`src/hw/rtl/cfe_pkg.sv`:
```
// Shared types, codes and constants of the Cholesky factor engine.
`default_nettype none
package cfe_pkg;

  localparam int VAL_W     = 32;
  localparam int ACC_W     = 48;
  localparam int IDX_MAX_W = 8;
  localparam int SIZE_W    = 9;

  typedef enum logic [1:0] {
    OP_WRITE     = 2'd0,
    OP_DECOMPOSE = 2'd1,
    OP_READ      = 2'd2,
    OP_NOP       = 2'd3
  } op_t;

  localparam logic [1:0] STATUS_OK        = 2'd0;
  localparam logic [1:0] STATUS_NOT_PD    = 2'd1;
  localparam logic [1:0] STATUS_NO_FACTOR = 2'd2;

  localparam logic REG_MATRIX_SIZE = 1'b0;

  typedef enum logic [3:0] {
    S_IDLE,
    S_DISPATCH,
    S_ELEM_START,
    S_ACC_LOAD,
    S_MAC,
    S_DRAIN,
    S_PIVOT,
    S_DIVLD,
    S_ITER,
    S_RESP
  } state_t;

  typedef struct packed {
    logic                 latch;
    logic                 cov_we;
    logic                 cov_re;
    logic                 f_re;
    logic                 f_we;
    logic                 acc_load;
    logic                 mac_issue;
    logic                 sqrt_start;
    logic                 div_start;
    logic [IDX_MAX_W-1:0] a_row;
    logic [IDX_MAX_W-1:0] a_col;
    logic [IDX_MAX_W-1:0] b_row;
    logic [IDX_MAX_W-1:0] b_col;
  } dp_cmd_t;

  typedef struct packed {
    logic acc_pos;
    logic iter_done;
  } dp_sts_t;

  typedef struct packed {
    logic       emit;
    logic [1:0] status;
    logic       use_rdata;
  } resp_t;

endpackage
`default_nettype wire

```
`src/hw/rtl/cfe_ctrl.sv`:
```
// Controller state machine: opcode dispatch and decomposition sequencing.
`default_nettype none
module cfe_ctrl #(
  parameter int MAX_SIZE = 64
) (
  input  wire                    clk,
  input  wire                    rst_n,
  input  wire                    in_valid,
  input  wire logic [1:0]        in_opcode,
  input  wire logic [5:0]        in_row_index,
  input  wire logic [5:0]        in_col_index,
  input  wire logic [6:0]        matrix_size,
  input  wire                    cfg_clear,
  input  wire                    out_free,
  input  wire cfe_pkg::dp_sts_t  sts,
  output logic                   in_stall,
  output cfe_pkg::dp_cmd_t       cmd,
  output cfe_pkg::resp_t         resp
);

  localparam int IDXW = (MAX_SIZE > 1) ? $clog2(MAX_SIZE) : 1;
  localparam int IW   = cfe_pkg::IDX_MAX_W;
  localparam int SW   = cfe_pkg::SIZE_W;

  cfe_pkg::state_t state_r, state_nxt;
  cfe_pkg::op_t    op_r, op_nxt;
  logic [5:0]      row_r, row_nxt, col_r, col_nxt;
  logic [IDXW-1:0] i_r, i_nxt, j_r, j_nxt, k_r, k_nxt;
  logic            drain_r, drain_nxt;
  logic            fv_r, fv_nxt;
  logic [1:0]      status_r, status_nxt;
  logic            use_r, use_nxt;

  logic [SW-1:0]   ms9, n9, row9, col9;
  logic [IDXW-1:0] last;
  logic [5:0]      hi, lo;
  logic            in_max, in_n;

  always_comb begin
    ms9    = SW'(matrix_size);
    n9     = (ms9 == '0) ? SW'(1) : ((ms9 > SW'(MAX_SIZE)) ? SW'(MAX_SIZE) : ms9);
    last   = IDXW'(n9 - SW'(1));
    row9   = SW'(row_r);
    col9   = SW'(col_r);
    in_max = (row9 < SW'(MAX_SIZE)) && (col9 < SW'(MAX_SIZE));
    in_n   = (row9 < n9) && (col9 < n9);
    hi     = (row_r > col_r) ? row_r : col_r;
    lo     = (row_r > col_r) ? col_r : row_r;

    state_nxt  = state_r;
    op_nxt     = op_r;
    row_nxt    = row_r;
    col_nxt    = col_r;
    i_nxt      = i_r;
    j_nxt      = j_r;
    k_nxt      = k_r;
    drain_nxt  = drain_r;
    fv_nxt     = fv_r;
    status_nxt = status_r;
    use_nxt    = use_r;
    cmd        = '0;
    resp       = '0;
    in_stall   = (state_r != cfe_pkg::S_IDLE);

    case (state_r)
      cfe_pkg::S_IDLE: begin
        if (in_valid) begin
          cmd.latch = 1'b1;
          op_nxt    = cfe_pkg::op_t'(in_opcode);
          row_nxt   = in_row_index;
          col_nxt   = in_col_index;
          state_nxt = cfe_pkg::S_DISPATCH;
        end
      end
      cfe_pkg::S_DISPATCH: begin
        status_nxt = cfe_pkg::STATUS_OK;
        use_nxt    = 1'b0;
        state_nxt  = cfe_pkg::S_RESP;
        case (op_r)
          cfe_pkg::OP_WRITE: begin
            if (in_max) begin
              cmd.cov_we = 1'b1;
              cmd.a_row  = IW'(hi);
              cmd.a_col  = IW'(lo);
              fv_nxt     = 1'b0;
            end
          end
          cfe_pkg::OP_READ: begin
            if (!fv_r || !in_n) begin
              status_nxt = cfe_pkg::STATUS_NO_FACTOR;
            end else if (col_r <= row_r) begin
              cmd.f_re  = 1'b1;
              cmd.a_row = IW'(row_r);
              cmd.a_col = IW'(col_r);
              use_nxt   = 1'b1;
            end
          end
          cfe_pkg::OP_DECOMPOSE: begin
            i_nxt     = '0;
            j_nxt     = '0;
            state_nxt = cfe_pkg::S_ELEM_START;
          end
          default: begin
          end
        endcase
      end
      cfe_pkg::S_ELEM_START: begin
        cmd.cov_re = 1'b1;
        cmd.a_row  = IW'(i_r);
        cmd.a_col  = IW'(j_r);
        state_nxt  = cfe_pkg::S_ACC_LOAD;
      end
      cfe_pkg::S_ACC_LOAD: begin
        cmd.acc_load = 1'b1;
        k_nxt        = '0;
        state_nxt    = (j_r == '0) ? cfe_pkg::S_PIVOT : cfe_pkg::S_MAC;
      end
      cfe_pkg::S_MAC: begin
        cmd.f_re      = 1'b1;
        cmd.mac_issue = 1'b1;
        cmd.a_row     = IW'(i_r);
        cmd.a_col     = IW'(k_r);
        cmd.b_row     = IW'(j_r);
        cmd.b_col     = IW'(k_r);
        if (k_r == IDXW'(j_r - 1'b1)) begin
          drain_nxt = 1'b0;
          state_nxt = cfe_pkg::S_DRAIN;
        end else begin
          k_nxt = k_r + 1'b1;
        end
      end
      cfe_pkg::S_DRAIN: begin
        if (drain_r) begin
          state_nxt = cfe_pkg::S_PIVOT;
        end else begin
          drain_nxt = 1'b1;
        end
      end
      cfe_pkg::S_PIVOT: begin
        if (i_r == j_r) begin
          if (!sts.acc_pos) begin
            fv_nxt     = 1'b0;
            status_nxt = cfe_pkg::STATUS_NOT_PD;
            use_nxt    = 1'b0;
            state_nxt  = cfe_pkg::S_RESP;
          end else begin
            cmd.sqrt_start = 1'b1;
            state_nxt      = cfe_pkg::S_ITER;
          end
        end else begin
          cmd.f_re  = 1'b1;
          cmd.a_row = IW'(j_r);
          cmd.a_col = IW'(j_r);
          state_nxt = cfe_pkg::S_DIVLD;
        end
      end
      cfe_pkg::S_DIVLD: begin
        cmd.div_start = 1'b1;
        state_nxt     = cfe_pkg::S_ITER;
      end
      cfe_pkg::S_ITER: begin
        if (sts.iter_done) begin
          cmd.f_we  = 1'b1;
          cmd.a_row = IW'(i_r);
          cmd.a_col = IW'(j_r);
          state_nxt = cfe_pkg::S_ELEM_START;
          if (j_r == i_r) begin
            if (i_r == last) begin
              fv_nxt     = 1'b1;
              status_nxt = cfe_pkg::STATUS_OK;
              use_nxt    = 1'b0;
              state_nxt  = cfe_pkg::S_RESP;
            end else begin
              i_nxt = i_r + 1'b1;
              j_nxt = '0;
            end
          end else begin
            j_nxt = j_r + 1'b1;
          end
        end
      end
      cfe_pkg::S_RESP: begin
        if (out_free) begin
          resp.emit = 1'b1;
          state_nxt = cfe_pkg::S_IDLE;
        end
      end
      default: begin
        state_nxt = cfe_pkg::S_IDLE;
      end
    endcase

    resp.status    = status_r;
    resp.use_rdata = use_r;

    if (cfg_clear) begin
      fv_nxt = 1'b0;
    end
  end

  always_ff @(posedge clk) begin
    if (!rst_n) begin
      state_r  <= cfe_pkg::S_IDLE;
      fv_r     <= 1'b0;
      i_r      <= '0;
      j_r      <= '0;
      k_r      <= '0;
      drain_r  <= 1'b0;
      status_r <= cfe_pkg::STATUS_OK;
      use_r    <= 1'b0;
    end else begin
      state_r  <= state_nxt;
      fv_r     <= fv_nxt;
      i_r      <= i_nxt;
      j_r      <= j_nxt;
      k_r      <= k_nxt;
      drain_r  <= drain_nxt;
      status_r <= status_nxt;
      use_r    <= use_nxt;
    end
  end

  always_ff @(posedge clk) begin
    op_r  <= op_nxt;
    row_r <= row_nxt;
    col_r <= col_nxt;
  end

endmodule
`default_nettype wire

```
`config.mk`:
```
export PLATFORM = sky130hd
export DESIGN_NAME = cfe_ctrl
export DESIGN_NICKNAME = d
export VERILOG_FILES = /design/src/hw/rtl/cfe_pkg.sv /design/src/hw/rtl/cfe_ctrl.sv
export SDC_FILE = /design/constraint.sdc
export NUM_CORES = 1
export LEC_CHECK = 0
export BUFFER_PORTS_ARGS = -buffer_cell sky130_fd_sc_hd__buf_2
export CAP_MARGIN = 25
export CORE_MARGIN = 3
export CORE_UTILIZATION = 55
export DETAILED_ROUTE_END_ITERATION = 16
export GPL_ROUTABILITY_DRIVEN = 0
export GPL_TIMING_DRIVEN = 0
export PLACE_DENSITY = 0.8
export SLEW_MARGIN = 30
export SYNTH_ARGS = -nofsm -noshare
export SYNTH_HDL_FRONTEND = slang
export SYNTH_SLANG_ARGS = --single-unit
```
`constraint.sdc`:
```
create_clock -name clk -period 8.8 [get_ports clk]
set_input_delay 1.76 -clock clk [delete_from_list [all_inputs] [get_ports clk]]
set_output_delay 1.76 -clock clk [all_outputs]
set_load 0.005 [all_outputs]
```
==> impl_results.md <==
* Outcome: finished clean
* Critical path fanouts, max at 10
* Final setup fails at 0
* EDFF count, synth at 14
* IO Pins at 74
* Syn Inst Count at ~440
* Unrepaired setup endpoints after global routing: false
* Slew Limit Headroom at 43.3%
* TritonCTS clock tree: yes
* # resized after CTS at 0
* Fin Setup TNS at 0 ns
* Yosys top cell area share at 15.2%
* Die span in y at 86.3 um
* Critical path arrival at 4.32 ns
* Clk Latency, worst-skew pair at 0.30 ns
* Post-synthesis register bit count at 41
* Nets at 565
* CP Launch Type: input pin
* Ranking of synthesized cells by area: dfxtp_1 15%, edfxtp_1 12%, ha_1 7.8%, a21oi_1 4.5%, nand2_1 4.1%
* Synth area leader: dfxtp_1
* First-pass GRT wire length at 16.4 mm
* Share of layout cells above drive strength 1 at a little over 20%
* Mapped Avg Cell Area at 8.10 um2
* # rows at 28
* Routed vias at 3681
* Post-CTS setup buffers at 0
* Tightest Pin Transition at approximately 0.84 ns
* WHS at 0.467 ns
* Clock slew at the register clock pins of the worst setup and hold paths at approximately 0.090 ns
* Most common cell after layout, fill and taps aside: buf_2
* Final Max Tran Viols at 0
* Largest net degree at the start of global routing at 16
* Worst ir drop on vdd at ~0.12 mV
* CTS buffer count at 5
* IO Port Bufs at 63
* Critical path's slowest cell: nor4_1
* Sequential-to-total area share from yosys stat at between 20 and 30%
* Hold Crit Class: flip-flop to flip-flop
* CP Cell Sequence: buf_2 -> buf_6 -> nand2b_1 -> ha_1 -> nand3b_1 -> o21ai_1 -> nor4_1 -> nand4_1 -> o31ai_1 -> nand2_1 -> o21ai_1 -> buf_2
* Max-cap violations at 0
* Antenna cells at 0
* Critical Path RT at 7.04 ns
* All-Layer GR Usage at between 20% and 30%
* Final period util at 69.1%
* Die W at 86.3 um
* Synth unique cells at 72
* Antenna Nets Post-Route at 0
* # hold bufs at CTS at 0
* Remaining Overflow, GRT at 0
* Drt drc at 0
* Initial Util at approximately three fifths
* DR pass1 iterations at 6
* Commonest non-fill, non-tap cells in the layout: 69 x buf_2, 39 x nand2_1, 34 x nor2_1
* Cell family with most CP delay: simple AND/OR/NAND/NOR gates
* Dpl hpwl at 7.93 mm
* Fmax at 165 MHz
* Number of global-route vias before repair at 3457
* Clk buf depth at 2
* # H-tree levels at 2
* Async set or reset register ratio after synthesis at 0%
* Clock skew at around 0.0075 ns
* Core Area at 6100 um2
* CTS sink count at between 40 and 50
* Critical path class: input pin to output pin
* CP max stage delay at about 0.33 ns
* Initial antenna violation count at 0
* DR WL/cell at ~17 um
* Fin. Hold Viols at 0
* Final Critical Period at a little over 6 ns
* Ys flop type: dfxtp_1
* Initial detailed-routing violation count at 399
* YS warnings at 0
* Worst path bufs/invs at 3
* CP Capture Type: output pin
* Area grow syn2layout at 14.7%
* CTS root buffer: clkbuf_8
* Vias/cell at approximately 6.2
* Leak at 1.80 nW
* Routed WL at 10.2 mm
* Die ar. at 7450 um2
* Pwr Density at 152 nW/um2
* Post-synth design cell area at 3550 um2
==> cell type report <==
class,instances,area (um2)
Clock inverter,3,17.5
Sequential cell,41,961
Buffer,33,173
Multi-Input combinational cell,353,2370
Inverter,18,67.6
Timing Repair Buffer,63,315
Clock buffer,5,68.8
Tap cell,75,93.8
Fill cell,550,2030
==> logic make-up after synthesis <==
group           share of synthesized area [%]
xor+xnor                                 5.68
compound gates                           25.3
other cells                             0.106
simple gates                             25.0
mux                                      2.36
fa+ha+maj                                7.76
buf+inv                                  6.77
flops                                    27.1
==> tightest hold or removal path, delay by kind of cell, from the launching register on <==
kind | cells | cell delay [ns]
DFF | 1 | 0.32
muxes | 1 | 0.05
and+or+nand+nor | 1 | 0.06
==> synthesized netlist by cell type, drive strengths merged, types with 4 or more instances <==
master and instances:
nand2 39, nor2 34, a21oi 33, dfxtp 27, ha 22, o21ai 22
inv 18, and3 17, buf 17, clkbuf 16, nand3 16, edfxtp 14
nor3 14, xor2 13, xnor2 10, nand2b 7, nand4 7, nor2b 7
o31ai 7, a311o 6, or3 6, a22o 5, a32o 5, mux2i 5
nor3b 5, nor4 5, o211ai 5, a211oi 4, o21a 4
==> sequential cells by signal, summed over array words and instances, names as in the netlist <==
register / flops
i_r: 6
col_r: 6
row_r: 6
j_r: 6
op_r: 2
status_r: 2
use_r: 1
state_r: 4
drain_r: 1
k_r: 6
fv_r: 1
==> power by group <==
| part | switching, W | internal (W) | leakage [nW] |
|---|---|---|---|
| combinational | 0.000160 | 0.0000905 | 1.41 |
| clock | 0.0000713 | 0.0000546 | 0.0401 |
| sequential | 0.0000228 | 0.000219 | 0.351 |
| total | 0.000254 | 0.000364 | 1.80 |
==> layer usage <==
metal  vias up  GRT usage [%]  part of all wire [%]
met1      1699           35.9                    42
met5         -              0                     0
met2       195           44.4                    47
met3        26           4.47                   7.6
li1       1761              -                     -
met4         0           12.9                   2.9
==> worst paths after layout <==
check                       from                 endpoint  slack [ns]  cells after the start
min reg2reg   use_r$_SDFFE_PN0P_       use_r$_SDFFE_PN0P_        0.47                      2
max reg2reg  j_r[0]$_SDFFE_PN0P_  state_r[0]$_SDFFE_PN0P_        5.87                     10
max               matrix_size[6]                  cmd[29]        2.72                     12
min           use_r$_SDFFE_PN0P_       use_r$_SDFFE_PN0P_        0.47                      2
==> stage by stage <==
stage | utilization [%] | std cells | power [W] | setup slack, ns | cell area (um2)
2_1_floorplan | - | 445 | 0.000413 | 3.53 | 3570
3_3_place_gp | 65.3 | 583 | 0.000479 | 2.83 | 3980
3_5_place_dp | 65.3 | 583 | 0.000488 | 2.81 | 3980
4_1_cts | 66.7 | 591 | 0.000613 | 2.80 | 4070
5_1_grt | 66.7 | 591 | 0.000658 | 2.53 | 4070
6_report | 66.7 | 591 | 0.000618 | 2.72 | 4070
(Power assumes the default switching activity.)
